`config.mk`:
```
export PLATFORM = sky130hd
export DESIGN_NAME = spiking_neuron_update
export DESIGN_NICKNAME = d
export VERILOG_FILES = /design/src/sv/snu_pkg.sv /design/src/sv/spiking_neuron_update.sv /design/src/sv/snu_cfg.sv /design/src/sv/snu_front.sv /design/src/sv/snu_divider.sv
export SDC_FILE = /design/constraint.sdc
export NUM_CORES = 2
export LEC_CHECK = 0
export BUFFER_PORTS_ARGS = -buffer_cell sky130_fd_sc_hd__buf_2
export CORE_AREA = 3 3 525 527
export CTS_CLUSTER_SIZE = 16
export DETAILED_ROUTE_END_ITERATION = 16
export DIE_AREA = 0 0 528 530
export SETUP_SLACK_MARGIN = 0.15
export SYNTH_ARGS = -nofsm -noshare
export SYNTH_HDL_FRONTEND = slang
export SYNTH_SLANG_ARGS = --single-unit
```
`constraint.sdc`:
```
create_clock -name clock -period 7.7 [get_ports clock]
set_input_delay 0.385 -clock clock [delete_from_list [all_inputs] [get_ports clock]]
set_output_delay 0.385 -clock clock [all_outputs]
set_load 0.02 [all_outputs]
```
`src/sv/snu_pkg.sv`:
```
// snu_pkg: shared types, register codes and fixed widths for the spiking neuron update block.
// No dependencies; every other file refers to it by scoped names.
package snu_pkg;

   // magnitude of a clamped state and width of a cooldown quotient
   localparam int QUOT_W   = 17;
   // effective divisor: cooldown_divisor floored at 1.0, which may need bit 16
   localparam int DVS_W    = 17;
   // partial remainder of the restoring divider
   localparam int REM_W    = DVS_W + 1;
   localparam int PROD_W   = 32;
   localparam int WEIGHT_W = 24;
   localparam int PATH_SHIFT = 5;
   localparam int PATH_W   = 32 - PATH_SHIFT;
   // input register, decision stage, multiply stage, divider steps, output register
   localparam int LATENCY  = QUOT_W + 4;

   localparam logic        OUTPUT_MODE_RESET       = 1'b0;
   localparam logic [15:0] SPIKE_POTENTIAL_RESET   = 16'd25600;
   localparam logic [7:0]  REFRACTORY_PERIOD_RESET = 8'd2;
   localparam logic [15:0] FORWARD_GAIN_RESET      = 16'd256;
   localparam logic [15:0] COOLDOWN_DIVISOR_RESET  = 16'd768;

   typedef enum logic [2:0] {
      REG_OUTPUT_MODE       = 3'd0,
      REG_SPIKE_POTENTIAL   = 3'd1,
      REG_REFRACTORY_PERIOD = 3'd2,
      REG_FORWARD_GAIN      = 3'd3,
      REG_COOLDOWN_DIVISOR  = 3'd4
   } reg_index_type;

   typedef struct packed {
      logic        output_mode;
      logic [15:0] spike_potential;
      logic [7:0]  refractory_period;
      logic [15:0] forward_gain;
      logic [15:0] cooldown_divisor;
   } cfg_type;

   // fields that ride alongside the divider lanes
   typedef struct packed {
      logic              output_mode;
      logic [15:0]       held_pot;
      logic [7:0]        refractory;
      logic              active;
      logic              too_high;
      logic              spike_valid;
      logic [PROD_W-1:0] product;
      logic [15:0]       axon;
      logic [PATH_W-1:0] path;
   } side_type;

endpackage

```
`src/sv/spiking_neuron_update.sv`:
```
// spiking_neuron_update: top level of the leaky integrate-and-fire neuron update pipeline.
// Depends on snu_pkg, snu_cfg, snu_front and snu_divider.
//
//   channel   ports                         handshake              beat
//   -------   ---------------------------   --------------------   --------------------------
//   request   start, busy, req_*            start && !busy         one neuron record
//   response  rsp_valid, rsp_*              rsp_valid (strobe)     updated record plus spike
//   config    csr_valid, csr_ready, csr_*   csr_valid && csr_ready one register write
//
// One neuron enters per clock while busy is low; each beat's response strobes
// after it passes the input register, decision stage, gain multiply stage,
// 17 one-bit steps of the cooldown divider and the output register.
// The divider yields one quotient bit per stage for each lane.
// busy follows reset and is otherwise low; the pipeline never stalls since
// the receiver cannot hold responses off. Reset clears only the valid bits
// and the configuration registers.
// Write configuration only with no beats in flight.
module spiking_neuron_update #(
   parameter int FRAC_BITS = 8
) (
   input  logic                        clock,
   input  logic                        reset,
   // request
   input  logic                        start,
   output logic                        busy,
   input  logic signed [17:0]          req_membrane_state,
   input  logic [15:0]                 req_fire_threshold,
   input  logic [15:0]                 req_held_potential,
   input  logic [7:0]                  req_refractory_left,
   input  logic                        req_was_active,
   input  logic [15:0]                 req_axon_id,
   input  logic [31:0]                 req_brick_path,
   // response
   output logic                        rsp_valid,
   output logic [15:0]                 rsp_next_state,
   output logic [15:0]                 rsp_next_potential,
   output logic [7:0]                  rsp_next_refractory,
   output logic                        rsp_next_active,
   output logic                        rsp_too_high,
   output logic                        rsp_spike_valid,
   output logic [23:0]                 rsp_spike_weight,
   output logic [15:0]                 rsp_spike_axon,
   output logic [26:0]                 rsp_spike_path,
   // configuration
   input  logic                        csr_valid,
   output logic                        csr_ready,
   input  logic [2:0]                  csr_index,
   input  logic [15:0]                 csr_wdata
);

   snu_pkg::cfg_type            cfg;
   logic [snu_pkg::DVS_W-1:0]   divisor;

   // hold off requests while in reset
   assign busy = reset;

   snu_cfg #(
      .FRAC_BITS (FRAC_BITS)
   ) u_cfg (
      .clock     (clock),
      .reset     (reset),
      .csr_valid (csr_valid),
      .csr_ready (csr_ready),
      .csr_index (csr_index),
      .csr_wdata (csr_wdata),
      .cfg       (cfg),
      .divisor   (divisor)
   );

   logic                       fr_valid;
   logic [snu_pkg::QUOT_W-1:0] fr_state;
   logic [15:0]                fr_pot;
   snu_pkg::side_type          fr_side;

   snu_front #(
      .FRAC_BITS (FRAC_BITS)
   ) u_front (
      .clock           (clock),
      .reset           (reset),
      .in_valid        (start && !busy),
      .membrane_state  (req_membrane_state),
      .fire_threshold  (req_fire_threshold),
      .held_potential  (req_held_potential),
      .refractory_left (req_refractory_left),
      .was_active      (req_was_active),
      .axon_id         (req_axon_id),
      .brick_path      (req_brick_path),
      .cfg             (cfg),
      .out_valid       (fr_valid),
      .out_state       (fr_state),
      .out_pot         (fr_pot),
      .out_side        (fr_side)
   );

   logic                       dv_valid;
   logic [snu_pkg::QUOT_W-1:0] dv_qs, dv_qp;
   snu_pkg::side_type          dv_side;

   snu_divider #(
      .FRAC_BITS (FRAC_BITS)
   ) u_divider (
      .clock     (clock),
      .reset     (reset),
      .in_valid  (fr_valid),
      .in_state  (fr_state),
      .in_pot    (fr_pot),
      .in_side   (fr_side),
      .divisor   (divisor),
      .out_valid (dv_valid),
      .out_qs    (dv_qs),
      .out_qp    (dv_qp),
      .out_side  (dv_side)
   );

   // output stage: saturate quotients and the forwarded weight
   logic [snu_pkg::PROD_W-1:0] wshift;
   logic [15:0]                state_in, pot_in;
   logic [23:0]                weight_in;

   always_comb begin
      state_in = dv_qs[snu_pkg::QUOT_W-1] ? 16'hFFFF : dv_qs[15:0];
      // output mode passes the potential through uncooled
      if (dv_side.output_mode) begin
         pot_in = dv_side.held_pot;
      end else begin
         pot_in = dv_qp[snu_pkg::QUOT_W-1] ? 16'hFFFF : dv_qp[15:0];
      end
      wshift = dv_side.product >> FRAC_BITS;
      if (!dv_side.spike_valid) begin
         weight_in = '0;
      end else if (|wshift[snu_pkg::PROD_W-1:snu_pkg::WEIGHT_W]) begin
         weight_in = '1;
      end else begin
         weight_in = wshift[snu_pkg::WEIGHT_W-1:0];
      end
   end

   logic        rsp_valid_ff;
   logic [15:0] state_ff, pot_ff, axon_ff;
   logic [7:0]  refr_ff;
   logic        active_ff, high_ff, spike_ff;
   logic [23:0] weight_ff;
   logic [26:0] path_ff;

   always_ff @(posedge clock) begin
      if (reset) begin
         rsp_valid_ff <= 1'b0;
      end else begin
         rsp_valid_ff <= dv_valid;
      end
   end

   always_ff @(posedge clock) begin
      state_ff  <= state_in;
      pot_ff    <= pot_in;
      refr_ff   <= dv_side.refractory;
      active_ff <= dv_side.active;
      high_ff   <= dv_side.too_high;
      spike_ff  <= dv_side.spike_valid;
      weight_ff <= weight_in;
      axon_ff   <= dv_side.axon;
      path_ff   <= dv_side.path;
   end

   assign rsp_valid           = rsp_valid_ff;
   assign rsp_next_state      = state_ff;
   assign rsp_next_potential  = pot_ff;
   assign rsp_next_refractory = refr_ff;
   assign rsp_next_active     = active_ff;
   assign rsp_too_high        = high_ff;
   assign rsp_spike_valid     = spike_ff;
   assign rsp_spike_weight    = weight_ff;
   assign rsp_spike_axon      = axon_ff;
   assign rsp_spike_path      = path_ff;

endmodule

```
`src/sv/snu_cfg.sv`:
```
// snu_cfg: configuration registers written through the csr_ channel.
// Depends on snu_pkg for register codes, reset values and the config struct.
module snu_cfg #(
   parameter int FRAC_BITS = 8
) (
   input  logic                       clock,
   input  logic                       reset,
   input  logic                       csr_valid,
   output logic                       csr_ready,
   input  logic [2:0]                 csr_index,
   input  logic [15:0]                csr_wdata,
   output snu_pkg::cfg_type           cfg,
   output logic [snu_pkg::DVS_W-1:0]  divisor
);

   localparam logic [snu_pkg::DVS_W-1:0] ONE_FX = snu_pkg::DVS_W'(1) << FRAC_BITS;

   snu_pkg::cfg_type cfg_ff, cfg_in;

   assign csr_ready = 1'b1;

   always_comb begin
      cfg_in = cfg_ff;
      if (csr_valid) begin
         case (csr_index)
            snu_pkg::REG_OUTPUT_MODE:       cfg_in.output_mode       = csr_wdata[0];
            snu_pkg::REG_SPIKE_POTENTIAL:   cfg_in.spike_potential   = csr_wdata;
            snu_pkg::REG_REFRACTORY_PERIOD: cfg_in.refractory_period = csr_wdata[7:0];
            snu_pkg::REG_FORWARD_GAIN:      cfg_in.forward_gain      = csr_wdata;
            snu_pkg::REG_COOLDOWN_DIVISOR:  cfg_in.cooldown_divisor  = csr_wdata;
            default:                        cfg_in = cfg_ff;
         endcase
      end
   end

   always_ff @(posedge clock) begin
      if (reset) begin
         cfg_ff.output_mode       <= snu_pkg::OUTPUT_MODE_RESET;
         cfg_ff.spike_potential   <= snu_pkg::SPIKE_POTENTIAL_RESET;
         cfg_ff.refractory_period <= snu_pkg::REFRACTORY_PERIOD_RESET;
         cfg_ff.forward_gain      <= snu_pkg::FORWARD_GAIN_RESET;
         cfg_ff.cooldown_divisor  <= snu_pkg::COOLDOWN_DIVISOR_RESET;
      end else begin
         cfg_ff <= cfg_in;
      end
   end

   assign cfg = cfg_ff;

   // a divisor below 1.0 acts as 1.0
   always_comb begin
      if (snu_pkg::DVS_W'(cfg_ff.cooldown_divisor) < ONE_FX) begin
         divisor = ONE_FX;
      end else begin
         divisor = snu_pkg::DVS_W'(cfg_ff.cooldown_divisor);
      end
   end

endmodule

```
`src/sv/snu_front.sv`:
```
// snu_front: input register, clamp and fire decision stage, gain multiply stage.
// Depends on snu_pkg for widths and the sideband struct.
module snu_front #(
   parameter int FRAC_BITS = 8
) (
   input  logic                        clock,
   input  logic                        reset,
   input  logic                        in_valid,
   input  logic signed [17:0]          membrane_state,
   input  logic [15:0]                 fire_threshold,
   input  logic [15:0]                 held_potential,
   input  logic [7:0]                  refractory_left,
   input  logic                        was_active,
   input  logic [15:0]                 axon_id,
   input  logic [31:0]                 brick_path,
   input  snu_pkg::cfg_type            cfg,
   output logic                        out_valid,
   output logic [snu_pkg::QUOT_W-1:0]  out_state,
   output logic [15:0]                 out_pot,
   output snu_pkg::side_type           out_side
);

   localparam int CW = snu_pkg::QUOT_W + FRAC_BITS;
   localparam logic [CW-1:0] STATE_CAP = CW'(255) << FRAC_BITS;

   // input register
   logic               v1_ff;
   logic signed [17:0] st1_ff;
   logic [15:0]        thr1_ff, pot1_ff, axon1_ff;
   logic [7:0]         refr1_ff;
   logic               act1_ff;
   logic [31:0]        path1_ff;

   always_ff @(posedge clock) begin
      if (reset) begin
         v1_ff <= 1'b0;
      end else begin
         v1_ff <= in_valid;
      end
   end

   always_ff @(posedge clock) begin
      st1_ff   <= membrane_state;
      thr1_ff  <= fire_threshold;
      pot1_ff  <= held_potential;
      refr1_ff <= refractory_left;
      act1_ff  <= was_active;
      axon1_ff <= axon_id;
      path1_ff <= brick_path;
   end

   // decision stage
   logic                       neg, capped, rdy, fire, spike;
   logic [snu_pkg::QUOT_W-1:0] s17, mag2_in;
   logic [15:0]                pot2_in, axon2_in;
   logic [7:0]                 refr_n, refr2_in;
   logic                       act2_in;
   logic [snu_pkg::PATH_W-1:0] path2_in;

   always_comb begin
      neg    = st1_ff[17];
      s17    = st1_ff[snu_pkg::QUOT_W-1:0];
      capped = !cfg.output_mode && (CW'(s17) > STATE_CAP);
      if (neg) begin
         mag2_in = '0;
      end else if (capped) begin
         mag2_in = STATE_CAP[snu_pkg::QUOT_W-1:0];
      end else begin
         mag2_in = s17;
      end
      rdy    = (refr1_ff == 8'd0);
      fire   = !cfg.output_mode && rdy && !neg
               && ({1'b0, thr1_ff} <= mag2_in);
      pot2_in = fire ? cfg.spike_potential : pot1_ff;
      refr_n  = fire ? cfg.refractory_period : refr1_ff;
      if (cfg.output_mode) begin
         act2_in  = act1_ff;
         refr2_in = refr1_ff;
      end else begin
         act2_in  = rdy ? fire : act1_ff;
         refr2_in = (refr_n != 8'd0) ? refr_n - 8'd1 : 8'd0;
      end
      spike    = !cfg.output_mode && act2_in;
      axon2_in = spike ? axon1_ff : 16'd0;
      path2_in = spike ? path1_ff[31:snu_pkg::PATH_SHIFT] : '0;
   end

   logic                       v2_ff, mode2_ff, act2_ff, spike2_ff;
   logic [snu_pkg::QUOT_W-1:0] mag2_ff;
   logic [15:0]                thr2_ff, pot2_ff, axon2_ff;
   logic [7:0]                 refr2_ff;
   logic [snu_pkg::PATH_W-1:0] path2_ff;

   always_ff @(posedge clock) begin
      if (reset) begin
         v2_ff <= 1'b0;
      end else begin
         v2_ff <= v1_ff;
      end
   end

   always_ff @(posedge clock) begin
      mode2_ff  <= cfg.output_mode;
      act2_ff   <= act2_in;
      spike2_ff <= spike;
      mag2_ff   <= mag2_in;
      thr2_ff   <= thr1_ff;
      pot2_ff   <= pot2_in;
      axon2_ff  <= axon2_in;
      refr2_ff  <= refr2_in;
      path2_ff  <= path2_in;
   end

   // multiply and too-high stage: 5*s > 6*t is the exact 1.2x test
   logic [19:0]       s5, t6;
   snu_pkg::side_type side3_in;

   always_comb begin
      s5 = (20'(mag2_ff) << 2) + 20'(mag2_ff);
      t6 = (20'(thr2_ff) << 2) + (20'(thr2_ff) << 1);
      side3_in.output_mode = mode2_ff;
      side3_in.held_pot    = pot2_ff;
      side3_in.refractory  = refr2_ff;
      side3_in.active      = act2_ff;
      side3_in.too_high    = !mode2_ff && (s5 > t6);
      side3_in.spike_valid = spike2_ff;
      side3_in.product     = snu_pkg::PROD_W'(pot2_ff) * snu_pkg::PROD_W'(cfg.forward_gain);
      side3_in.axon        = axon2_ff;
      side3_in.path        = path2_ff;
   end

   logic                       v3_ff;
   logic [snu_pkg::QUOT_W-1:0] mag3_ff;
   logic [15:0]                pot3_ff;
   snu_pkg::side_type          side3_ff;

   always_ff @(posedge clock) begin
      if (reset) begin
         v3_ff <= 1'b0;
      end else begin
         v3_ff <= v2_ff;
      end
   end

   always_ff @(posedge clock) begin
      mag3_ff  <= mag2_ff;
      pot3_ff  <= pot2_ff;
      side3_ff <= side3_in;
   end

   assign out_valid = v3_ff;
   assign out_state = mag3_ff;
   assign out_pot   = pot3_ff;
   assign out_side  = side3_ff;

endmodule

```
`src/sv/snu_divider.sv`:
```
// snu_divider: two-lane pipelined restoring divider, one quotient bit per stage.
// Computes (value << FRAC_BITS) / divisor for state and potential; depends on snu_pkg.
module snu_divider #(
   parameter int FRAC_BITS = 8
) (
   input  logic                        clock,
   input  logic                        reset,
   input  logic                        in_valid,
   input  logic [snu_pkg::QUOT_W-1:0]  in_state,
   input  logic [15:0]                 in_pot,
   input  snu_pkg::side_type           in_side,
   input  logic [snu_pkg::DVS_W-1:0]   divisor,
   output logic                        out_valid,
   output logic [snu_pkg::QUOT_W-1:0]  out_qs,
   output logic [snu_pkg::QUOT_W-1:0]  out_qp,
   output snu_pkg::side_type           out_side
);

   localparam int QW = snu_pkg::QUOT_W;
   localparam int RW = snu_pkg::REM_W;
   localparam int DW = QW + FRAC_BITS;

   // divisor is at least 1.0, so the top FRAC_BITS quotient bits are zero:
   // seed the remainder with the top FRAC_BITS dividend bits
   logic [DW-1:0] ds, dp;
   logic [RW-1:0] rs0, rp0;
   logic [QW-1:0] bs0, bp0;

   always_comb begin
      ds  = {in_state, {FRAC_BITS{1'b0}}};
      dp  = {1'b0, in_pot, {FRAC_BITS{1'b0}}};
      rs0 = RW'(ds[DW-1:QW]);
      rp0 = RW'(dp[DW-1:QW]);
      bs0 = ds[QW-1:0];
      bp0 = dp[QW-1:0];
   end

   logic              vld_ff  [QW];
   logic [RW-1:0]     rs_ff   [QW];
   logic [RW-1:0]     rp_ff   [QW];
   logic [QW-1:0]     bs_ff   [QW];
   logic [QW-1:0]     bp_ff   [QW];
   logic [QW-1:0]     qs_ff   [QW];
   logic [QW-1:0]     qp_ff   [QW];
   snu_pkg::side_type side_ff [QW];

   for (genvar k = 0; k < QW; k++) begin : g_step
      logic              v_prev;
      logic [RW-1:0]     rs_prev, rp_prev, rs_sh, rp_sh, rs_in, rp_in;
      logic [QW-1:0]     bs_prev, bp_prev, qs_prev, qp_prev;
      logic              ges, gep;
      snu_pkg::side_type sd_prev;

      if (k == 0) begin : g_first
         assign v_prev  = in_valid;
         assign rs_prev = rs0;
         assign rp_prev = rp0;
         assign bs_prev = bs0;
         assign bp_prev = bp0;
         assign qs_prev = '0;
         assign qp_prev = '0;
         assign sd_prev = in_side;
      end else begin : g_next
         assign v_prev  = vld_ff[k-1];
         assign rs_prev = rs_ff[k-1];
         assign rp_prev = rp_ff[k-1];
         assign bs_prev = bs_ff[k-1];
         assign bp_prev = bp_ff[k-1];
         assign qs_prev = qs_ff[k-1];
         assign qp_prev = qp_ff[k-1];
         assign sd_prev = side_ff[k-1];
      end

      always_comb begin
         rs_sh = {rs_prev[RW-2:0], bs_prev[QW-1]};
         rp_sh = {rp_prev[RW-2:0], bp_prev[QW-1]};
         ges   = rs_sh >= {1'b0, divisor};
         gep   = rp_sh >= {1'b0, divisor};
         rs_in = ges ? rs_sh - {1'b0, divisor} : rs_sh;
         rp_in = gep ? rp_sh - {1'b0, divisor} : rp_sh;
      end

      always_ff @(posedge clock) begin
         if (reset) begin
            vld_ff[k] <= 1'b0;
         end else begin
            vld_ff[k] <= v_prev;
         end
      end

      always_ff @(posedge clock) begin
         rs_ff[k]   <= rs_in;
         rp_ff[k]   <= rp_in;
         bs_ff[k]   <= {bs_prev[QW-2:0], 1'b0};
         bp_ff[k]   <= {bp_prev[QW-2:0], 1'b0};
         qs_ff[k]   <= {qs_prev[QW-2:0], ges};
         qp_ff[k]   <= {qp_prev[QW-2:0], gep};
         side_ff[k] <= sd_prev;
      end
   end

   assign out_valid = vld_ff[QW-1];
   assign out_qs    = qs_ff[QW-1];
   assign out_qp    = qp_ff[QW-1];
   assign out_side  = side_ff[QW-1];

endmodule

```
== Word-level counts from Yosys, hierarchy flattened ==
Memories as Yosys holds them, arrays and structs flattened. A register that Yosys moved wholly into a read port is not among the register bits.
Index checks and enable logic that the tools add are counted.

* Add/subtract/negate cells: 37
* $mul: 1
* Divide/modulo/power cells: 0
* Order comparisons: 38
* Eq/ne operators: 4
* Shift operators: 0
* Muxes and demuxes: 65
* Bitwise logic cells: 17
* Reduce and logical (&&, ||, !) cells: 19

{| class="wikitable"
|+ Operator list
! cell !! number
|-
| 2-to-1 mux 18 bit || 34
|-
| greater-or-equal comparator 18 x 16 -> 1 bit || 32
|-
| subtractor 18 x 16 -> 18 bit || 32
|-
| 2-to-1 mux 16 bit || 4
|-
| 2-to-1 mux 17 bit || 2
|-
| multiplier 16 x 16 -> 32 bit || 1
|-
| 2-to-1 mux 8 bit || 3
|-
| 2-to-1 mux 1 bit || 22
|-
| adder 19 x 17 -> 20 bit || 1
|-
| greater-than comparator 20 bit || 1
|-
| adder 18 x 17 -> 19 bit || 1
|-
| greater-than comparator 17 x 16 -> 1 bit (second input constant) || 1
|-
| less-or-equal comparator 16 x 17 -> 1 bit || 1
|-
| OR 1 bit || 17
|-
| subtractor 8 x 16 -> 17 bit || 1
|-
| subtractor 9 x 16 -> 17 bit || 1
|-
| greater-or-equal comparator 8 x 16 -> 1 bit || 1
|-
| greater-or-equal comparator 9 x 16 -> 1 bit || 1
|-
| < comparator 16 x 9 -> 1 bit (second input constant) || 1
|-
| AND reduction 2 bit || 5
|-
| logical NOT 8 bit || 1
|-
| nonzero test 8 bit || 1
|-
| subtractor 8 x 1 -> 8 bit (second input constant) || 1
|-
| logical AND 1 bit || 7
|-
| 5 further kinds || 9
|}

* Bits in registers: 500
* Latch bits: 0
* RAM bits: 3502
* ROM bits: 0
* Bits of input ports: 130
* Output and inout bits: 113
* Logic and storage cells: 232
* Memories: 8

{| class="wikitable"
|+ Memories
! memory !! depth !! width !! rd ports !! clocked after memory_dff !! write ports !! line !! RTL
|-
| u_divider.side_ff || 17 || 103 || 17 || 0 || 17 || snu_divider.sv:45 || <nowiki>snu_pkg::side_type side_ff [QW];</nowiki>
|-
| u_divider.rp_ff || 17 || 18 || 16 || 0 || 17 || snu_divider.sv:40 || <nowiki>logic [RW-1:0] rp_ff [QW];</nowiki>
|-
| u_divider.rs_ff || 17 || 18 || 16 || 0 || 17 || snu_divider.sv:39 || <nowiki>logic [RW-1:0] rs_ff [QW];</nowiki>
|-
| u_divider.qp_ff || 17 || 17 || 17 || 0 || 17 || snu_divider.sv:44 || <nowiki>logic [QW-1:0] qp_ff [QW];</nowiki>
|-
| u_divider.qs_ff || 17 || 17 || 17 || 0 || 17 || snu_divider.sv:43 || <nowiki>logic [QW-1:0] qs_ff [QW];</nowiki>
|-
| u_divider.bp_ff || 17 || 16 || 16 || 0 || 17 || snu_divider.sv:42 || <nowiki>logic [QW-1:0] bp_ff [QW];</nowiki>
|-
| 2 more memories || - || - || - || - || - || - ||
|}

== Logic depth before layout (Yosys ltp) ==
* Depth after elaboration: 10
* Depth in mapped cells: 26
* Gate-level depth less buffers: 25

== Hierarchy ==
From an unflattened synthesis, not the netlist that was laid out.

* Cell total of the unflattened synthesis: 9187
* Area total of the unflattened synthesis: 108096.2 µm²

{| class="wikitable"
|+ By module, submodules not included
! module !! instances !! cells an instance !! area an instance (µm²) !! sequential area each (µm²)
|-
| snu_divider || 1 || 6970 || 84516.1 || 53851.6
|-
| snu_front || 1 || 1768 || 18313.8 || 6566.3
|-
| spiking_neuron_update || 1 || 210 || 2760.1 || 2222.1
|-
| snu_cfg || 1 || 239 || 2506.2 || 1141.1
|}

== Least setup slack after synthesis ==
OpenSTA, ideal clock, no wires.

* Path kind: register -> register
* Start: reg u_cfg.cfg_ff (netlist bit u_cfg.cfg[23])
* End: reg u_front.side3_ff (netlist bit u_front.out_side[74])
* Setup time: 0.121 ns
* Data arrival time: 6.065 ns
* Required time: 7.579 ns
* Slack: 1.514 ns
* Stages on the path, launching flop included: 26
* Buffers on the path: 2
* Period minus slack after synthesis: 6.186 ns
* Cell sequence: dfxtp_1 -> clkbuf_1 -> clkbuf_1 -> nand2_1 -> fa_1 -> inv_1 -> fa_1 -> inv_1 -> fa_1 -> inv_1 -> fa_1 -> fa_1 -> inv_1 -> fa_1 -> inv_1 -> ha_1 -> o2111ai_1 -> a211oi_1 -> a211oi_2 -> o21ai_0 -> a31oi_1 -> nor2b_1 -> o21ai_1 -> o2111ai_1 -> a21oi_1 -> xnor2_1

{| class="wikitable"
|+ RTL lines
! item !! line !! RTL
|-
| start: declaration || snu_cfg.sv:18 || <nowiki>snu_pkg::cfg_type cfg_ff, cfg_in;</nowiki>
|-
| start signal: assignment || snu_cfg.sv:44 || <nowiki>cfg_ff <= cfg_in;</nowiki>
|-
| end signal: assignment || snu_front.sv:148 || <nowiki>side3_ff <= side3_in;</nowiki>
|-
| end: declaration || snu_front.sv:135 || <nowiki>snu_pkg::side_type side3_ff;</nowiki>
|}

==> reports/summary.txt <==
Final nets: 10100
Final Cycle Share: 0.913
Async S/R FF share, synth: 0
Syn-to-layout area delta: 17.5%
Min Tclk post-route: 7.03 ns
Clock buffer count from CTS: 305
Slew @ Worst Pin: 1.18 ns
CP Buf/Inv Count: 5
Die Ht: 530 um
RSZ-0062 raised after global routing: false
Largest stage delay, worst path: 0.87 ns
Seq cells post-synth: 3006
Hold Crit Class: input pin to register
WL per Instance: 15.0 um
Hold slack: 0.153 ns
WP data required: 8.41 ns
Pwr per Cell Area: 409 nW/um2
Via count: 58800
Gr ovfl total: 0
Yosys warns: 0
Std-Cell Core Area: 271000 um2
Pwr Total: 48.2 mW
Die ar.: 280000 um2
Share of the synthesized area in the top cell type: 0.601
H-tree depth: 5
Seq/Total Area, Yosys: 0.601
Post-synth top area cell: dfxtp_1
Fmax: 142 MHz
Peak supply drop: 0.194 mV
WP data arrival: 7.74 ns
First-pass GRT wire length: 309 mm
Max Slew Vio Count: 0
Hold Fails Final Rpt: 0
Initial core utilization: 0.370
Final WL: 193 mm
Most used cell, CP: fa_1
Pre-antenna DRT Iters: 5
Final worst slack: 0.670 ns
# rows: 191
Largest net degree at the start of global routing: 79
CTS Root Cell: clkbuf_16
CP max stage cell: dfxtp_1
Setup crit end kind: register
Crit-path max FO: 17
Dominant cells by area after synthesis: dfxtp_1 (60%), ha_1 (8.6%), fa_1 (4.5%)
Syn_area_per_cell: 11.8 um2
Initial antenna violation count: 15
Core Util, Final: 0.434
CTS tree: done
I/O pins: 243
Cell family with most CP delay: adder cells
CP Cell Sequence: nand2_1 > fa_1 > inv_1 > fa_1 > inv_1 > fa_1 > inv_1 > fa_1 > fa_1 > inv_1 > fa_1 > inv_1 > ha_1 > o2111ai_1 > a211oi_1 > a211oi_2 > o21ai_0 > a31oi_1 > nor2b_1 > o21ai_1 > o2111ai_1 > a21oi_1 > xnor2_1
Leakage: 50.9 nW
Vias in the first global route: 59900
Worst Setup Path Type: register to register
Final Wtd Congestion: 0.849
Fillers: 24800
Cells after synthesis: 8499
Register area: 60200 um2
Clk_skew: 0.0574 ns
Layout cell share with drive strength beyond 1: 0.122
Iteration-0 DRC Markers: 2806
Final setup fails: 0
Pre-CTS WS: 0.732 ns
Worst setup SP type: register
Multi-input gate area: 37400 um2
Setup TNS: 0 ns
Post-route DRC: 0
Main flop type after synthesis: dfxtp_1
GRT Util Overall: 0.135
Port buffer count: 236
Die X: 528 um
Max cap viols: 0
Clk slew on worst S/H paths: 0.06 ns
Clk_lat worst skew: 0.87 ns
Synth unique cells: 91
EDFF count, synth: 0
Mapped Area: 100000 um2
Relative slew slack: 0.208
Via density: 4.56
Placed wire-length estimate: 133 mm
CTS sink cnt: 3006
Post-route ant nets: 0
Status: finished, final reports clean
Post-CTS Setup Bufs: 0
Deepest clock path buffer count: 4
[where the power goes]
part	internal, mW	switching [mW]
combinational	6.07	6.72
clock	9.30	6.11
sequential	18.7	1.25
[layout make-up]
type | count | share of cell area
tap | 3570 | 0.0380
clock inverter | 142 | 0.0193
inverter | 502 | 0.0160
multi-input combinational | 4838 | 0.318
sequential | 3006 | 0.511
timing repair buffer | 417 | 0.0246
antenna | 3 | 0.0000638
clock buffer | 407 | 0.0725
[per-stage QoR]
stage / cell area, um2 / instances
global placement: 106000 / 12200
CTS: 118000 / 12900
detailed placement: 106000 / 12200
finish: 118000 / 12900
global route: 118000 / 12900
floorplan: 100000 / 8508
[placed cells by master (no fill, tap or decap), types with 103 or more instances in the layout]
| cell | n |
|---|---|
| a21oi_1 | 544 |
| and2_1 | 177 |
| dlygate4sd3_1 | 123 |
| clkbuf_16 | 305 |
| dfxtp_1 | 3005 |
| mux2_2 | 206 |
| nor2b_1 | 103 |
| ha_1 | 688 |
| a21o_1 | 166 |
| buf_2 | 236 |
| nor2_1 | 426 |
| xor2_1 | 150 |
| xnor2_1 | 281 |
| inv_1 | 498 |
| o21ai_0 | 241 |
| fa_1 | 226 |
| nand2_1 | 564 |
[path summary, 6_finish.rpt]
check,cells past startpoint,slack [ns],startpoint,endpoint
min,2,0.15,req_membrane_state[11],u_front.st1_ff[11]
max,23,0.67,u_cfg.cfg[20],u_front.out_side[74]
max reg2reg,23,0.67,u_cfg.cfg[20],u_front.out_side[74]
min reg2reg,0,0.30,u_divider.qs_ff[0][143],u_divider.qs_ff[0][161]
[sequential cells by signal, summed over array words and instances (netlist names), 17 cells and up]
name and cells:
u_divider.bs_ff 36, u_divider.rp_ff 272, u_front.out_side 79, u_cfg.cfg 57
u_divider.rs_ff 272, u_front.mag2_ff 17, u_front.path1_ff 27, u_divider.qs_ff 153
rsp_spike_weight 24, u_front.path2_ff 27, u_divider.qp_ff 153, u_front.st1_ff 18
u_front.out_state 17, rsp_spike_path 27, u_divider.vld_ff 17, u_divider.side_ff 1615
[metal layers]
metal | GRT usage | routed length [um] | vias to the layer above
li1 | - | - | 29700
met1 | 0.175 | 89100 | 27500
met2 | 0.224 | 87900 | 1179
met3 | 0.0255 | 9660 | 389
met4 | 0.0481 | 5990 | 0
met5 | 0 | 0 | -
[cells by family (layout without fill, tap and decap cells)]
logic type               Yosys count  in the layout  share of synthesized area
AO/OA/AOI/OAI                   1377           1377                     0.0853
XOR/XNOR                         431            431                     0.0377
adder cells (fa/ha/maj)          914            914                      0.131
buffers and inverters            664           1468                     0.0261
flip-flops                      3006           3006                      0.601
multiplexers                     269            269                     0.0304
other                              2             14                  0.0000750
AND/OR/NAND/NOR                 1836           1836                     0.0886
[timing repair]
| action | CTS | global route |
|---|---|---|
| endpoints found under the hold margin | 160 | 0 |
| hold buffers | 123 | 0 |
| gates resized for setup | 0 | 1 |
| endpoints found under the setup margin | 0 | 1 |
[Yosys cell counts, types with 32 or more instances]
cell type,count
a21boi_0,32
a21o_1,167
a21oi_1,544
a31oi_1,41
and2_1,177
and3_1,82
clkbuf_1,127
dfxtp_1,3006
fa_1,226
ha_1,688
inv_1,501
mux2_2,206
mux2i_1,34
nand2_1,567
nand2b_1,63
nand3_1,84
nand4_1,82
nor2_1,426
nor2b_1,104
nor3_1,92
o21a_1,39
o21ai_0,241
o21ai_1,49
o21bai_1,58
or2_2,46
or3_1,38
xnor2_1,281
xor2_1,150
Power figures use the tool's default switching activity.
